--- src/design/ktdt_pkg.sv ---
// ----------------------------------------------------------------------------
// ktdt_pkg
// Shared constants, types and text helper for the keyed deadline timer table.
// ----------------------------------------------------------------------------
package ktdt_pkg;

   localparam int SLOTS       = 4;
   localparam int KEY_CHARS   = 8;
   localparam int LABEL_CHARS = 8;
   localparam int ROOM_CAP    = 4;

   localparam int IDX_W     = (SLOTS > 1) ? $clog2(SLOTS) : 1;
   localparam int BUF_IDX_W = (ROOM_CAP > 1) ? $clog2(ROOM_CAP) : 1;
   localparam int NCNT_W    = $clog2(ROOM_CAP + 1);

   localparam logic [63:0] TIME_ONES = '1;

   localparam logic [2:0] KIND_SET     = 3'd0;
   localparam logic [2:0] KIND_TICK    = 3'd1;
   localparam logic [2:0] KIND_READ    = 3'd2;
   localparam logic [2:0] KIND_RELEASE = 3'd3;
   localparam logic [2:0] KIND_TAKE    = 3'd4;

   localparam logic [1:0] STATUS_OK      = 2'd0;
   localparam logic [1:0] STATUS_INVALID = 2'd1;
   localparam logic [1:0] STATUS_FULL    = 2'd2;

   typedef enum logic [2:0] {
      ST_IDLE,
      ST_SCAN,
      ST_APPLY,
      ST_SCHED,
      ST_EMIT
   } ktdt_state_type;

   typedef struct packed {
      logic capture;
      logic scan;
      logic apply;
      logic sched;
      logic emit_step;
   } ktdt_cmd_type;

   typedef struct packed {
      logic kind_set;
      logic idx_end;
      logic emit_last;
   } ktdt_sts_type;

   typedef struct packed {
      logic [63:0] text;
      logic        ok;
   } ktdt_text_type;

   // text ends at first zero byte; bytes past the end are cleared
   function automatic ktdt_text_type canon_text(input logic [63:0] t,
                                                input logic [3:0] limit);
      ktdt_text_type res;
      logic          done;
      logic          good;
      logic [3:0]    len;
      logic [63:0]   mask;
      logic [7:0]    b;
      done = 1'b0;
      good = 1'b1;
      len  = 4'd0;
      mask = '0;
      for (int i = 0; i < 8; i++) begin
         b = t[8*i +: 8];
         if (!done) begin
            if (b == 8'd0) begin
               done = 1'b1;
            end else begin
               if (b < 8'd32 || b > 8'd126) good = 1'b0;
               len = len + 4'd1;
               mask[8*i +: 8] = 8'hFF;
            end
         end
      end
      res.text = t & mask;
      res.ok   = good && (len >= 4'd1) && (len <= limit);
      return res;
   endfunction

endpackage

--- src/design/keyed_deadline_timer_table.sv ---
// ----------------------------------------------------------------------------
// keyed_deadline_timer_table
// Timer slot table with set, tick, read, release and changed-flag commands.
//
//   channel   direction  tdata / tuser / tlast
//   req_      in         owner, key, label, due, now, freed, room / kind / -
//   rsp_      out        status .. changed / - / last result of the item
//
// one item at a time: capture, a scan over the slots, an update step for set,
// a deadline pass over the slots, then one result per cycle while rsp_tready
// is high (one per posted notice, then the closing one). reset is synchronous
// and empties the table. a stalled result holds until taken; no new item is
// taken until then.
// ----------------------------------------------------------------------------
module keyed_deadline_timer_table
   import ktdt_pkg::*;
(
   input  logic         clock,
   input  logic         reset,
   input  logic         req_tvalid,
   output logic         req_tready,
   // owner_id[31:0], key_text[95:32], label_text[159:96], due_time[223:160],
   // now_time[287:224], notices_freed[288], post_room[291:289], zero pad
   input  logic [295:0] req_tdata,
   // kind[2:0]
   input  logic [2:0]   req_tuser,
   output logic         rsp_tvalid,
   input  logic         rsp_tready,
   // status[1:0], notice_valid[2], notice_owner[34:3], notice_label[98:35],
   // found[99], found_due[163:100], found_label[227:164], found_blocked[228],
   // next_deadline[292:229], changed_out[293], zero pad
   output logic [295:0] rsp_tdata,
   output logic         rsp_tlast
);

   ktdt_cmd_type cmd;
   ktdt_sts_type sts;

   logic [1:0]  status;
   logic        notice_valid;
   logic [31:0] notice_owner;
   logic [63:0] notice_label;
   logic        found;
   logic [63:0] found_due;
   logic [63:0] found_label;
   logic        found_blocked;
   logic [63:0] next_deadline;
   logic        changed_out;

   ktdt_ctrl u_ctrl (
      .clock      (clock),
      .reset      (reset),
      .req_tvalid (req_tvalid),
      .req_tready (req_tready),
      .rsp_tvalid (rsp_tvalid),
      .rsp_tready (rsp_tready),
      .sts        (sts),
      .cmd        (cmd)
   );

   ktdt_dp u_dp (
      .clock             (clock),
      .reset             (reset),
      .cmd               (cmd),
      .sts               (sts),
      .in_kind           (req_tuser),
      .in_owner_id       (req_tdata[31:0]),
      .in_key_text       (req_tdata[95:32]),
      .in_label_text     (req_tdata[159:96]),
      .in_due_time       (req_tdata[223:160]),
      .in_now_time       (req_tdata[287:224]),
      .in_notices_freed  (req_tdata[288]),
      .in_post_room      (req_tdata[291:289]),
      .out_status        (status),
      .out_notice_valid  (notice_valid),
      .out_notice_owner  (notice_owner),
      .out_notice_label  (notice_label),
      .out_found         (found),
      .out_found_due     (found_due),
      .out_found_label   (found_label),
      .out_found_blocked (found_blocked),
      .out_next_deadline (next_deadline),
      .out_changed       (changed_out),
      .out_last          (rsp_tlast)
   );

   assign rsp_tdata = {2'b00, changed_out, next_deadline, found_blocked, found_label,
                       found_due, found, notice_label, notice_owner, notice_valid, status};

endmodule

--- src/design/ktdt_ctrl.sv ---
// ----------------------------------------------------------------------------
// ktdt_ctrl
// Sequencer: capture, slot scan, set update, deadline pass, result delivery.
// ----------------------------------------------------------------------------
module ktdt_ctrl
   import ktdt_pkg::*;
(
   input  logic         clock,
   input  logic         reset,
   input  logic         req_tvalid,
   output logic         req_tready,
   output logic         rsp_tvalid,
   input  logic         rsp_tready,
   input  ktdt_sts_type sts,
   output ktdt_cmd_type cmd
);

   ktdt_state_type state_ff, state_in;

   always_comb begin
      state_in = state_ff;
      unique case (state_ff)
         ST_IDLE: begin
            if (req_tvalid) state_in = ST_SCAN;
         end
         ST_SCAN: begin
            if (sts.idx_end) state_in = sts.kind_set ? ST_APPLY : ST_SCHED;
         end
         ST_APPLY: begin
            state_in = ST_SCHED;
         end
         ST_SCHED: begin
            if (sts.idx_end) state_in = ST_EMIT;
         end
         ST_EMIT: begin
            if (rsp_tready && sts.emit_last) state_in = ST_IDLE;
         end
         default: state_in = ST_IDLE;
      endcase
   end

   always_comb begin
      req_tready    = (state_ff == ST_IDLE);
      rsp_tvalid    = (state_ff == ST_EMIT);
      cmd.capture   = (state_ff == ST_IDLE) && req_tvalid;
      cmd.scan      = (state_ff == ST_SCAN);
      cmd.apply     = (state_ff == ST_APPLY);
      cmd.sched     = (state_ff == ST_SCHED);
      cmd.emit_step = (state_ff == ST_EMIT) && rsp_tready && !sts.emit_last;
   end

   always_ff @(posedge clock) begin
      if (reset) begin
         state_ff <= ST_IDLE;
      end else begin
         state_ff <= state_in;
      end
   end

endmodule

--- src/design/ktdt_dp.sv ---
// ----------------------------------------------------------------------------
// ktdt_dp
// Slot table, item registers, notice buffer and deadline tracking.
// ----------------------------------------------------------------------------
module ktdt_dp
   import ktdt_pkg::*;
(
   input  logic          clock,
   input  logic          reset,
   input  ktdt_cmd_type  cmd,
   output ktdt_sts_type  sts,
   input  logic [2:0]    in_kind,
   input  logic [31:0]   in_owner_id,
   input  logic [63:0]   in_key_text,
   input  logic [63:0]   in_label_text,
   input  logic [63:0]   in_due_time,
   input  logic [63:0]   in_now_time,
   input  logic          in_notices_freed,
   input  logic [2:0]    in_post_room,
   output logic [1:0]    out_status,
   output logic          out_notice_valid,
   output logic [31:0]   out_notice_owner,
   output logic [63:0]   out_notice_label,
   output logic          out_found,
   output logic [63:0]   out_found_due,
   output logic [63:0]   out_found_label,
   output logic          out_found_blocked,
   output logic [63:0]   out_next_deadline,
   output logic          out_changed,
   output logic          out_last
);

   logic [31:0] slot_owner_ff [SLOTS], slot_owner_in [SLOTS];
   logic [63:0] slot_key_ff   [SLOTS], slot_key_in   [SLOTS];
   logic [63:0] slot_label_ff [SLOTS], slot_label_in [SLOTS];
   logic [63:0] slot_due_ff   [SLOTS], slot_due_in   [SLOTS];
   logic        slot_blk_ff   [SLOTS], slot_blk_in   [SLOTS];

   logic [31:0] buf_owner_ff [ROOM_CAP], buf_owner_in [ROOM_CAP];
   logic [63:0] buf_label_ff [ROOM_CAP], buf_label_in [ROOM_CAP];

   logic [63:0] earliest_ff, earliest_in;
   logic [63:0] min_ff, min_in;
   logic        changed_ff, changed_in;
   logic        take_flag_ff, take_flag_in;
   logic        take_val_ff, take_val_in;

   logic [2:0]  kind_ff, kind_in;
   logic [31:0] owner_ff, owner_in;
   logic [63:0] key_ff, key_in;
   logic [63:0] label_ff, label_in;
   logic        kok_ff, kok_in;
   logic        lok_ff, lok_in;
   logic [63:0] due_ff, due_in;
   logic [63:0] now_ff, now_in;
   logic        freed_ff, freed_in;
   logic [2:0]  room_ff, room_in;
   logic        gate_ff, gate_in;

   logic [IDX_W-1:0]  idx_ff, idx_in;
   logic [IDX_W-1:0]  sel_ff, sel_in;
   logic              sel_found_ff, sel_found_in;
   logic              match_ff, match_in;
   logic              same_ff, same_in;
   logic [1:0]        status_ff, status_in;
   logic              found_ff, found_in;
   logic [63:0]       fdue_ff, fdue_in;
   logic [63:0]       flab_ff, flab_in;
   logic              fblk_ff, fblk_in;
   logic [NCNT_W-1:0] ncount_ff, ncount_in;
   logic [NCNT_W-1:0] emit_idx_ff, emit_idx_in;

   ktdt_text_type key_c, label_c;
   logic [31:0]   s_own;
   logic [63:0]   s_key, s_lab, s_due;
   logic          s_blk, s_live, s_match;
   logic          idx_end;
   logic [63:0]   cur_min;
   logic          notice_on;

   assign key_c   = canon_text(in_key_text, 4'(KEY_CHARS));
   assign label_c = canon_text(in_label_text, 4'(LABEL_CHARS));

   assign s_own   = slot_owner_ff[idx_ff];
   assign s_key   = slot_key_ff[idx_ff];
   assign s_lab   = slot_label_ff[idx_ff];
   assign s_due   = slot_due_ff[idx_ff];
   assign s_blk   = slot_blk_ff[idx_ff];
   assign s_live  = (s_due != 64'd0);
   assign s_match = s_live && (s_own == owner_ff) && (s_key == key_ff);
   assign idx_end = (idx_ff == IDX_W'(SLOTS - 1));
   assign cur_min = (idx_ff == '0) ? TIME_ONES : min_ff;

   assign sts.kind_set  = (kind_ff == KIND_SET);
   assign sts.idx_end   = idx_end;
   assign sts.emit_last = (emit_idx_ff == ncount_ff);

   always_comb begin
      slot_owner_in = slot_owner_ff;
      slot_key_in   = slot_key_ff;
      slot_label_in = slot_label_ff;
      slot_due_in   = slot_due_ff;
      slot_blk_in   = slot_blk_ff;
      buf_owner_in  = buf_owner_ff;
      buf_label_in  = buf_label_ff;
      earliest_in   = earliest_ff;
      min_in        = min_ff;
      changed_in    = changed_ff;
      take_flag_in  = take_flag_ff;
      take_val_in   = take_val_ff;
      kind_in       = kind_ff;
      owner_in      = owner_ff;
      key_in        = key_ff;
      label_in      = label_ff;
      kok_in        = kok_ff;
      lok_in        = lok_ff;
      due_in        = due_ff;
      now_in        = now_ff;
      freed_in      = freed_ff;
      room_in       = room_ff;
      gate_in       = gate_ff;
      idx_in        = idx_ff;
      sel_in        = sel_ff;
      sel_found_in  = sel_found_ff;
      match_in      = match_ff;
      same_in       = same_ff;
      status_in     = status_ff;
      found_in      = found_ff;
      fdue_in       = fdue_ff;
      flab_in       = flab_ff;
      fblk_in       = fblk_ff;
      ncount_in     = ncount_ff;
      emit_idx_in   = emit_idx_ff;

      if (cmd.capture) begin
         kind_in      = in_kind;
         owner_in     = in_owner_id;
         key_in       = key_c.text;
         kok_in       = key_c.ok;
         label_in     = label_c.text;
         lok_in       = label_c.ok;
         due_in       = in_due_time;
         now_in       = in_now_time;
         freed_in     = in_notices_freed;
         room_in      = (in_post_room > 3'(ROOM_CAP)) ? 3'(ROOM_CAP) : in_post_room;
         gate_in      = in_notices_freed || (in_now_time >= earliest_ff);
         idx_in       = '0;
         sel_in       = '0;
         sel_found_in = 1'b0;
         match_in     = 1'b0;
         same_in      = 1'b0;
         status_in    = STATUS_OK;
         found_in     = 1'b0;
         fdue_in      = '0;
         flab_in      = '0;
         fblk_in      = 1'b0;
         ncount_in    = '0;
         emit_idx_in  = '0;
         take_flag_in = (in_kind == KIND_TAKE);
         if (in_kind == KIND_TAKE) begin
            take_val_in = changed_ff;
            changed_in  = 1'b0;
         end
      end

      if (cmd.scan) begin
         unique case (kind_ff)
            KIND_SET: begin
               if (!match_ff) begin
                  if (s_match) begin
                     sel_in   = idx_ff;
                     match_in = 1'b1;
                     same_in  = (s_due == due_ff) && (s_lab == label_ff);
                  end else if (!s_live && !sel_found_ff) begin
                     sel_in       = idx_ff;
                     sel_found_in = 1'b1;
                  end
               end
            end
            KIND_TICK: begin
               if (gate_ff && s_live && (now_ff >= s_due) && !(s_blk && !freed_ff)) begin
                  if (room_ff != 3'd0) begin
                     room_in = room_ff - 3'd1;
                     buf_owner_in[ncount_ff[BUF_IDX_W-1:0]] = s_own;
                     buf_label_in[ncount_ff[BUF_IDX_W-1:0]] = s_lab;
                     ncount_in = ncount_ff + NCNT_W'(1);
                     slot_owner_in[idx_ff] = '0;
                     slot_key_in[idx_ff]   = '0;
                     slot_label_in[idx_ff] = '0;
                     slot_due_in[idx_ff]   = '0;
                     slot_blk_in[idx_ff]   = 1'b0;
                     changed_in = 1'b1;
                  end else if (!s_blk) begin
                     slot_blk_in[idx_ff] = 1'b1;
                     changed_in = 1'b1;
                  end
               end
            end
            KIND_READ: begin
               if ((owner_ff != 32'd0) && s_match && !found_ff) begin
                  found_in = 1'b1;
                  fdue_in  = s_due;
                  flab_in  = s_lab;
                  fblk_in  = s_blk;
               end
            end
            KIND_RELEASE: begin
               if ((owner_ff != 32'd0) && (s_own == owner_ff)) begin
                  slot_owner_in[idx_ff] = '0;
                  slot_key_in[idx_ff]   = '0;
                  slot_label_in[idx_ff] = '0;
                  slot_due_in[idx_ff]   = '0;
                  slot_blk_in[idx_ff]   = 1'b0;
                  changed_in = 1'b1;
               end
            end
            default: ;
         endcase
         idx_in = idx_end ? '0 : idx_ff + IDX_W'(1);
      end

      if (cmd.apply) begin
         if ((owner_ff == 32'd0) || !kok_ff || !lok_ff || (due_ff == TIME_ONES)) begin
            status_in = STATUS_INVALID;
         end else if (due_ff == 64'd0) begin
            if (match_ff) begin
               slot_owner_in[sel_ff] = '0;
               slot_key_in[sel_ff]   = '0;
               slot_label_in[sel_ff] = '0;
               slot_due_in[sel_ff]   = '0;
               slot_blk_in[sel_ff]   = 1'b0;
               changed_in = 1'b1;
            end
         end else if (!match_ff && !sel_found_ff) begin
            status_in = STATUS_FULL;
         end else if (!(match_ff && same_ff)) begin
            slot_owner_in[sel_ff] = owner_ff;
            slot_key_in[sel_ff]   = key_ff;
            slot_label_in[sel_ff] = label_ff;
            slot_due_in[sel_ff]   = due_ff;
            slot_blk_in[sel_ff]   = 1'b0;
            changed_in = 1'b1;
         end
      end

      if (cmd.sched) begin
         // running minimum over live, unblocked slots
         if (s_live && !s_blk && (s_due < cur_min)) begin
            min_in = s_due;
         end else begin
            min_in = cur_min;
         end
         if (idx_end) earliest_in = min_in;
         idx_in = idx_end ? '0 : idx_ff + IDX_W'(1);
      end

      if (cmd.emit_step) begin
         emit_idx_in = emit_idx_ff + NCNT_W'(1);
      end
   end

   always_ff @(posedge clock) begin
      if (reset) begin
         for (int i = 0; i < SLOTS; i++) begin
            slot_owner_ff[i] <= '0;
            slot_key_ff[i]   <= '0;
            slot_label_ff[i] <= '0;
            slot_due_ff[i]   <= '0;
            slot_blk_ff[i]   <= 1'b0;
         end
         earliest_ff  <= TIME_ONES;
         changed_ff   <= 1'b0;
         take_flag_ff <= 1'b0;
         idx_ff       <= '0;
         ncount_ff    <= '0;
         emit_idx_ff  <= '0;
      end else begin
         slot_owner_ff <= slot_owner_in;
         slot_key_ff   <= slot_key_in;
         slot_label_ff <= slot_label_in;
         slot_due_ff   <= slot_due_in;
         slot_blk_ff   <= slot_blk_in;
         earliest_ff   <= earliest_in;
         changed_ff    <= changed_in;
         take_flag_ff  <= take_flag_in;
         idx_ff        <= idx_in;
         ncount_ff     <= ncount_in;
         emit_idx_ff   <= emit_idx_in;
      end
   end

   always_ff @(posedge clock) begin
      buf_owner_ff <= buf_owner_in;
      buf_label_ff <= buf_label_in;
      min_ff       <= min_in;
      take_val_ff  <= take_val_in;
      kind_ff      <= kind_in;
      owner_ff     <= owner_in;
      key_ff       <= key_in;
      label_ff     <= label_in;
      kok_ff       <= kok_in;
      lok_ff       <= lok_in;
      due_ff       <= due_in;
      now_ff       <= now_in;
      freed_ff     <= freed_in;
      room_ff      <= room_in;
      gate_ff      <= gate_in;
      sel_ff       <= sel_in;
      sel_found_ff <= sel_found_in;
      match_ff     <= match_in;
      same_ff      <= same_in;
      status_ff    <= status_in;
      found_ff     <= found_in;
      fdue_ff      <= fdue_in;
      flab_ff      <= flab_in;
      fblk_ff      <= fblk_in;
   end

   // notices first, then the closing transaction
   assign notice_on         = (emit_idx_ff < ncount_ff);
   assign out_notice_valid  = notice_on;
   assign out_notice_owner  = notice_on ? buf_owner_ff[emit_idx_ff[BUF_IDX_W-1:0]] : '0;
   assign out_notice_label  = notice_on ? buf_label_ff[emit_idx_ff[BUF_IDX_W-1:0]] : '0;
   assign out_status        = status_ff;
   assign out_found         = found_ff;
   assign out_found_due     = fdue_ff;
   assign out_found_label   = flab_ff;
   assign out_found_blocked = fblk_ff;
   assign out_next_deadline = earliest_ff;
   assign out_changed       = take_flag_ff ? take_val_ff : changed_ff;
   assign out_last          = !notice_on;

endmodule
--- config.mk ---
export PLATFORM = sky130hd
export DESIGN_NAME = keyed_deadline_timer_table
export DESIGN_NICKNAME = d
export VERILOG_FILES = /design/src/design/ktdt_pkg.sv /design/src/design/keyed_deadline_timer_table.sv /design/src/design/ktdt_ctrl.sv /design/src/design/ktdt_dp.sv
export SDC_FILE = /design/constraint.sdc
export NUM_CORES = 2
export LEC_CHECK = 0
export ABC_AREA = 1
export BUFFER_PORTS_ARGS = -buffer_cell sky130_fd_sc_hd__clkbuf_2
export CAP_MARGIN = 5
export CELL_PAD_IN_SITES_DETAIL_PLACEMENT = 1
export CELL_PAD_IN_SITES_GLOBAL_PLACEMENT = 1
export CORE_MARGIN = 3
export CORE_UTILIZATION = 49
export CTS_CLUSTER_DIAMETER = 30
export DETAILED_ROUTE_END_ITERATION = 10
export PLACE_DENSITY_LB_ADDON = 0.1
export SLEW_MARGIN = 20
export SYNTH_ARGS = -nofsm -noshare
export SYNTH_HDL_FRONTEND = slang
export SYNTH_SLANG_ARGS = --single-unit
--- constraint.sdc ---
create_clock -name clock -period 33.6 [get_ports clock]
set_input_delay 1.68 -clock clock [delete_from_list [all_inputs] [get_ports clock]]
set_output_delay 1.68 -clock clock [all_outputs]
set_load 0.01 [all_outputs]
**After elaboration in Yosys (flattened, before gate mapping)**

Cells that the tools add are included.

- Bitwise gates (word level): 23
- Mux-type cells: 316
- Eq/ne operators: 19
- Order comparisons: 48
- $add $sub $neg: 18
- Reductions and logical operators: 87

Operator list:

| cell | count |
|---|---|
| 256-bit two-way mux | 30 |
| 256-bit AND | 6 |
| 256-bit one-hot mux with 2 select lines | 3 |
| 64-bit two-way mux | 22 |
| 128-bit two-way mux | 10 |
| 256-bit bitwise mux | 4 |
| 64-bit binary-select mux with 2-bit select | 4 |
| 256-bit NOT | 2 |
| 64-bit demux with 2-bit select | 3 |
| 128-bit AND | 2 |
| 128-bit bitwise mux | 2 |
| 32-bit two-way mux | 8 |
| 128-bit NOT | 2 |
| 128-bit one-hot mux with 2 select lines | 1 |
| 8-bit two-way mux | 30 |
| 32-bit demux with 2-bit select | 3 |
| 64-bit equality test | 3 |
| 4-bit two-way mux | 39 |
| 64-bit AND | 2 |
| 32-bit binary-select mux with 2-bit select | 2 |
| 64-bit >= comparator | 2 |
| 8-bit by 7-bit > comparator with 1-bit output (second input constant) | 16 |
| 8-bit logical NOT | 16 |
| 8-bit by 6-bit less-than comparator with 1-bit output (second input constant) | 16 |
| other kinds (46) | 283 |

- Bits of input ports: 303
- Output and inout bits: 299
- Register bits: 1,861

**Depth between registers and ports, before layout**

- Word-level depth: 27
- Gate-level depth with buffers: 28

**By module**

From an unflattened synthesis, not the netlist that was laid out.

- Cells, all modules: 12,363
- Area, all modules: 92,180.9 um^2

Modules (own cells, without submodules):

| module | area each (um^2) | cells an instance | instances | seq. area each (um^2) |
|---|---|---|---|---|
| ktdt_dp | 91,903.1 | 12,319 | 1 | 44,642.8 |
| ktdt_ctrl | 229.0 | 37 | 1 | 60.1 |
| keyed_deadline_timer_table | 48.8 | 7 | 1 | 0.0 |

**Worst setup path before layout**

Ideal clock, no wire load.

- Kind: in2reg
- From: input port req_tvalid
- To: register u_dp.changed_ff
- Arrival: 15.610 ns
- Stages on the path: 11
- Setup slack: 17.858 ns
- Path through: inv_1 -> nor2_1 -> nand4_1 -> inv_1 -> nor2_1 -> nand2_1 -> nand2_1 -> inv_1 -> nand2_1 -> nand2_1 -> a21oi_1

RTL lines:

| item | RTL line | RTL |
|---|---|---|
| start, declared | keyed_deadline_timer_table.sv:20 | `input logic req_tvalid,` |
| end signal, assigned | ktdt_dp.sv:284 | `changed_ff <= changed_in;` |
| end, declared | ktdt_dp.sv:44 | `logic changed_ff, changed_in;` |

**Final worst setup path**

- From: register u_dp.idx_ff[0]
- To: register u_dp.buf_label_ff[80] (netlist name) (enable)

- Cells in the longest elaborated chain, start to end: 9
- Elaborated cells between the ends (all ways): 15
- Those cells by class: order compare (1); mux (6); bitwise (1); reduce/logical (7)

Ends and longest elaborated chain:

| item | RTL line | RTL |
|---|---|---|
| start, declared | ktdt_dp.sv:60 | `logic [IDX_W-1:0] idx_ff, idx_in;` |
| start signal, assigned | ktdt_dp.sv:286 | `idx_ff <= idx_in;` |
| 2-bit NOT with 3-bit output (implied by the code) (*) | ktdt_dp.sv:87, ktdt_dp.sv:88 |  |
| parallel branches: the longest is 6 deep, another holds 64-bit >= comparator | - |  |
| 1-bit logical AND (*) | ktdt_dp.sv:181 | `if (gate_ff && s_live && (now_ff >= s_due) && !(s_blk && !freed_ff)) begin` |
| 4-bit AND reduction (no source line) (*) | - |  |
| end signal, assigned | ktdt_dp.sv:294 | `buf_label_ff <= buf_label_in;` |
| end, declared | ktdt_dp.sv:40 | `logic [63:0] buf_label_ff [ROOM_CAP], buf_label_in [ROOM_CAP];` |

Every way passes the cells marked *. The select of a mux whose other input is x is not followed.
A chain may end at the register's enable or synchronous reset.

==> impl_metrics.csv <==
group,metric,value,unit
synth,ys_async_sr_fraction,0,%
global_routing,use_met3,11.16,%
power,vdd_drop_max,0.00006411,V
die,core_area,0.1938,mm²
route,vias,101700,
sta,slew_viol_final,0,
setup_path,path_max_fanout,99,
route,avgViaCountPerCell,6.445,
clock_tree,postCtsHoldBufs,0,
job,drv_cap,0,
clock_tree,cts_resized,0,
route,drt_iter0_drc,11850,
sta,worstMarginPinSlew,1.298,ns
setup_path,cp_cell_sequence,"inv_8, buf_4, nand2_1, nand3_1, nand2_1, ha_1, nand2_1, nor2_1, nand4_1, nor2_1, and3b_1, nand2_1, nand3_1, nand2_1, nor2_2, nand3_1, nor2_4, buf_4, buf_4",
die,die_w,448.7,µm
finish,fin_cells,15790,
sta,period_needed,8.101,ns
run_status,status,"completed",
clock_tree,clk_path_buf_depth,4,
die,initial_core_util,49.56,%
synth,yosys_warnings,0,
setup_path,endpoint_kind,"flip-flop",
global_routing,gr-usage-met2,65.61,%
sta,fmax,0.1234,GHz
synth,ys_ff_latch,1861,
placed_design,dpl.cell_count,14890,
sta,whs,0.4554,ns
placed_design,port_buffers,595,
clock_tree,htreeDepth,5,
route,detail-route-antenna-nets,0,
route,drc,0,
sta,rsz0062_at_grt,"false",
setup_path,cp_num_buf_inv,4,
sta,setup-tns-final,0,ns
synth,ys_types,51,
global_routing,gr-usage-all-layers,41.63,%
global_routing,grt_pass1_wl,653400,µm
global_routing,grt_max_degree,243,
clock_tree,clock_latency,1.01,ns
placed_design,dp_hpwl,245500,µm
setup_path,cp-start-kind,"flip-flop",
power,power.density,81.42,mW/mm²
synth,synth_cells,12540,
global_routing,use_met1,49.79,%
placed_design,place_congestion,0.9112,
sta,period_share,24.11,%
route,routed_wl,439000,µm
sta,slew_headroom,12.54,%
setup_path,required,34.21,ns
power,power.leakage,46.72,nW
clock_tree,cts.sinks,1861,
setup_path,cp.arrival,8.71,ns
clock_tree,cts_tree,"yes",
setup_path,worst_path_dominant_cell_family,"simple AND/OR/NAND/NOR gates",
global_routing,grt_overflow,0,
route,wl_per_cell,27.81,µm
synth,synth-edff-count,744,
setup_path,cp_common_cell,"nand2_1",
hold_path,hold_start,"u_dp.changed_ff",
sta,fin_skew,0.06027,ns
clock_tree,numCtsBuffers,474,
synth,synth_area_per_cell,7.663,µm²
die,io_pins,602,
die,num_rows,161,
clock_tree,clockRootBuffer,"clkbuf_16",
global_routing,top_usage_layer,"met2",
synth,yosys_most_used_dff,"dfxtp_1",
global_routing,antenna_found_initial,35,
setup_path,crit_start,"u_dp.idx_ff[0]",
die,fp.dieH,448.7,µm
synth,synth_area,0.09605,mm²
hold_path,hp-class,"flip-flop to flip-flop",
finish,nets,13280,
sta,hold_violations,0,
setup_path,critPathKind,"flip-flop to flip-flop",
route,first_pass_iters,8,
global_routing,grt_pass1_vias,106100,
setup_path,worst_path_max_delay_cell,"buf_4",
finish,areaGrowthSynthToFinish,21.34,%
sta,setup_viol,0,
clock_tree,clkTransAtPathRegs,0.05,ns
clock_tree,post_cts_buffers,0,
finish,drive_above_1_share,12.33,%
die,die-area,0.2014,mm²
synth,seq_area_frac_synth,46.54,%
setup_path,timing.rr.start,"u_dp.idx_ff[0]",
setup_path,max_stage_delay,0.85,ns
## power breakdown
group | switching (W) | internal, W | total (W)
Clock | 0.00147 | 0.00337 | 0.00484
Sequential | 0.000180 | 0.00255 | 0.00273
Combinational | 0.00150 | 0.000418 | 0.00192
Total | 0.00316 | 0.00633 | 0.00949
## registers in the layout (all words and copies together), names as in the netlist, 4 cells and up
| signal | flops |
|---|---|
| u_dp.out_next_deadline | 64 |
| u_dp.out_found_due | 64 |
| u_dp.slot_blk_ff | 4 |
| u_dp.out_found_label | 64 |
| u_dp.buf_owner_ff | 128 |
| u_dp.slot_label_ff | 256 |
| u_dp.label_ff | 64 |
| u_dp.key_ff | 64 |
| u_dp.now_ff | 64 |
| u_dp.due_ff | 64 |
| u_dp.min_ff | 64 |
| u_dp.slot_owner_ff | 128 |
| u_dp.buf_label_ff | 256 |
| u_dp.slot_key_ff | 256 |
| u_dp.owner_ff | 32 |
| u_dp.slot_due_ff | 256 |
## cells by family (layout without fill, tap and decap cells)
group / count (synthesis) / count (layout) / synth area share (%)
other: 1 / 17 / 0.003904
and+or+nand+nor: 5116 / 5116 / 22.52
AOI/OAI and AO/OA: 3253 / 3253 / 18.67
DFF: 1861 / 1861 / 46.54
adders and majority gates: 213 / 213 / 2.775
xor gates and xnor gates: 127 / 127 / 1.158
buffers and inverters: 1964 / 2591 / 8.325
## worst register-to-register path, cell delays in order, from the launching register on
cell,delay (ns)
dfxtp_4,0.58
inv_8,0.65
buf_4,0.94
nand2_1,0.16
nand3_1,0.11
nand2_1,0.30
ha_1,0.43
nand2_1,0.05
nor2_1,0.16
nand4_1,0.12
nor2_1,0.23
and3b_1,0.30
nand2_1,0.08
nand3_1,0.56
nand2_1,0.36
nor2_2,0.44
nand3_1,0.51
nor2_4,0.22
buf_4,0.64
buf_4,0.77
## area by class of cell
class                           count  area, µm²
Antenna cell                       15      37.54
Clock buffer                      583      12940
Clock inverter                    293       3946
Fill cell                       23270      77240
Inverter                          977       3739
Multi-Input combinational cell   8711      43670
Sequential cell                  1861      44720
Tap cell                         2608       3263
Timing Repair Buffer              738       4230
## cell usage after synthesis (3+ instances only)
cell	instances	area share, %
a21oi_1	1400	7.3
o22ai_1	41	0.27
o21ai_0	1155	6.0
edfxtp_1	744	23
xnor2_1	4	0.036
ha_1	213	2.8
buf_6	24	0.28
xor2_1	123	1.1
nand3_1	1201	6.3
clkbuf_1	637	2.5
buf_2	193	1.0
nor3_1	185	0.96
a41oi_1	6	0.055
a211oi_1	8	0.063
or2_2	3	0.020
nor2_1	1369	5.3
nand2_2	5	0.033
and3_1	3	0.020
o21a_1	10	0.078
and2_1	64	0.42
nor4_1	50	0.33
clkinv_1	4	0.016
a31oi_1	7	0.046
o2111ai_1	4	0.036
nand3b_1	9	0.070
o21ai_1	26	0.14
buf_4	54	0.42
inv_2	15	0.059
o221ai_1	8	0.073
nor2_2	6	0.039
buf_1	79	0.31
a22oi_1	567	4.4
nand2_1	2096	8.2
dfxtp_1	1117	23
nand4_1	117	0.76
o211ai_1	12	0.094
inv_1	958	3.7
## stage by stage
step	util, %	area (µm²)	setup WS (ns)	power [W]
CTS	60.08	116400	25.79	0.009402
finish	60.14	116500	25.50	0.009489
detailed placement	51.36	99540	25.78	0.004540
global route	60.13	116500	25.28	0.009723
global placement	51.36	99540	25.89	0.004485
floorplan	-	96050	17.86	0.003862
## cells in the final DEF (no fill, tap or decap), drive strengths merged, types with 15 or more instances in the layout
| cell | n |
|---|---|
| a21oi | 1400 |
| edfxtp | 744 |
| buf | 144 |
| o22ai | 41 |
| o21ai | 1181 |
| dfxtp | 1117 |
| nand4 | 117 |
| nand3 | 1202 |
| ha | 213 |
| and2 | 64 |
| clkinv | 144 |
| nor2 | 1376 |
| clkbuf | 1177 |
| nor3 | 186 |
| xor2 | 123 |
| a22oi | 567 |
| nand2 | 2101 |
| clkinvlp | 48 |
| inv | 992 |
| nor4 | 50 |
| bufinv | 86 |
| diode | 15 |
## metal layers
metal / wire length (µm) / vias up
met4: 31820 / 24
met3: 46510 / 1703
met5: 145 / -
met1: 162400 / 50230
met2: 198200 / 6392
li1: - / 43400
## path summary, 6_finish.rpt
kind	end	slack, ns	cells past startpoint
worst max-delay path	u_dp.buf_label_ff[80]	25.50	19
worst min-delay path	u_dp.take_val_ff	0.46	0
worst max register to register	u_dp.buf_label_ff[80]	25.50	19
worst min register to register	u_dp.take_val_ff	0.46	0
Note: power is estimated with default switching activity, not from simulation.
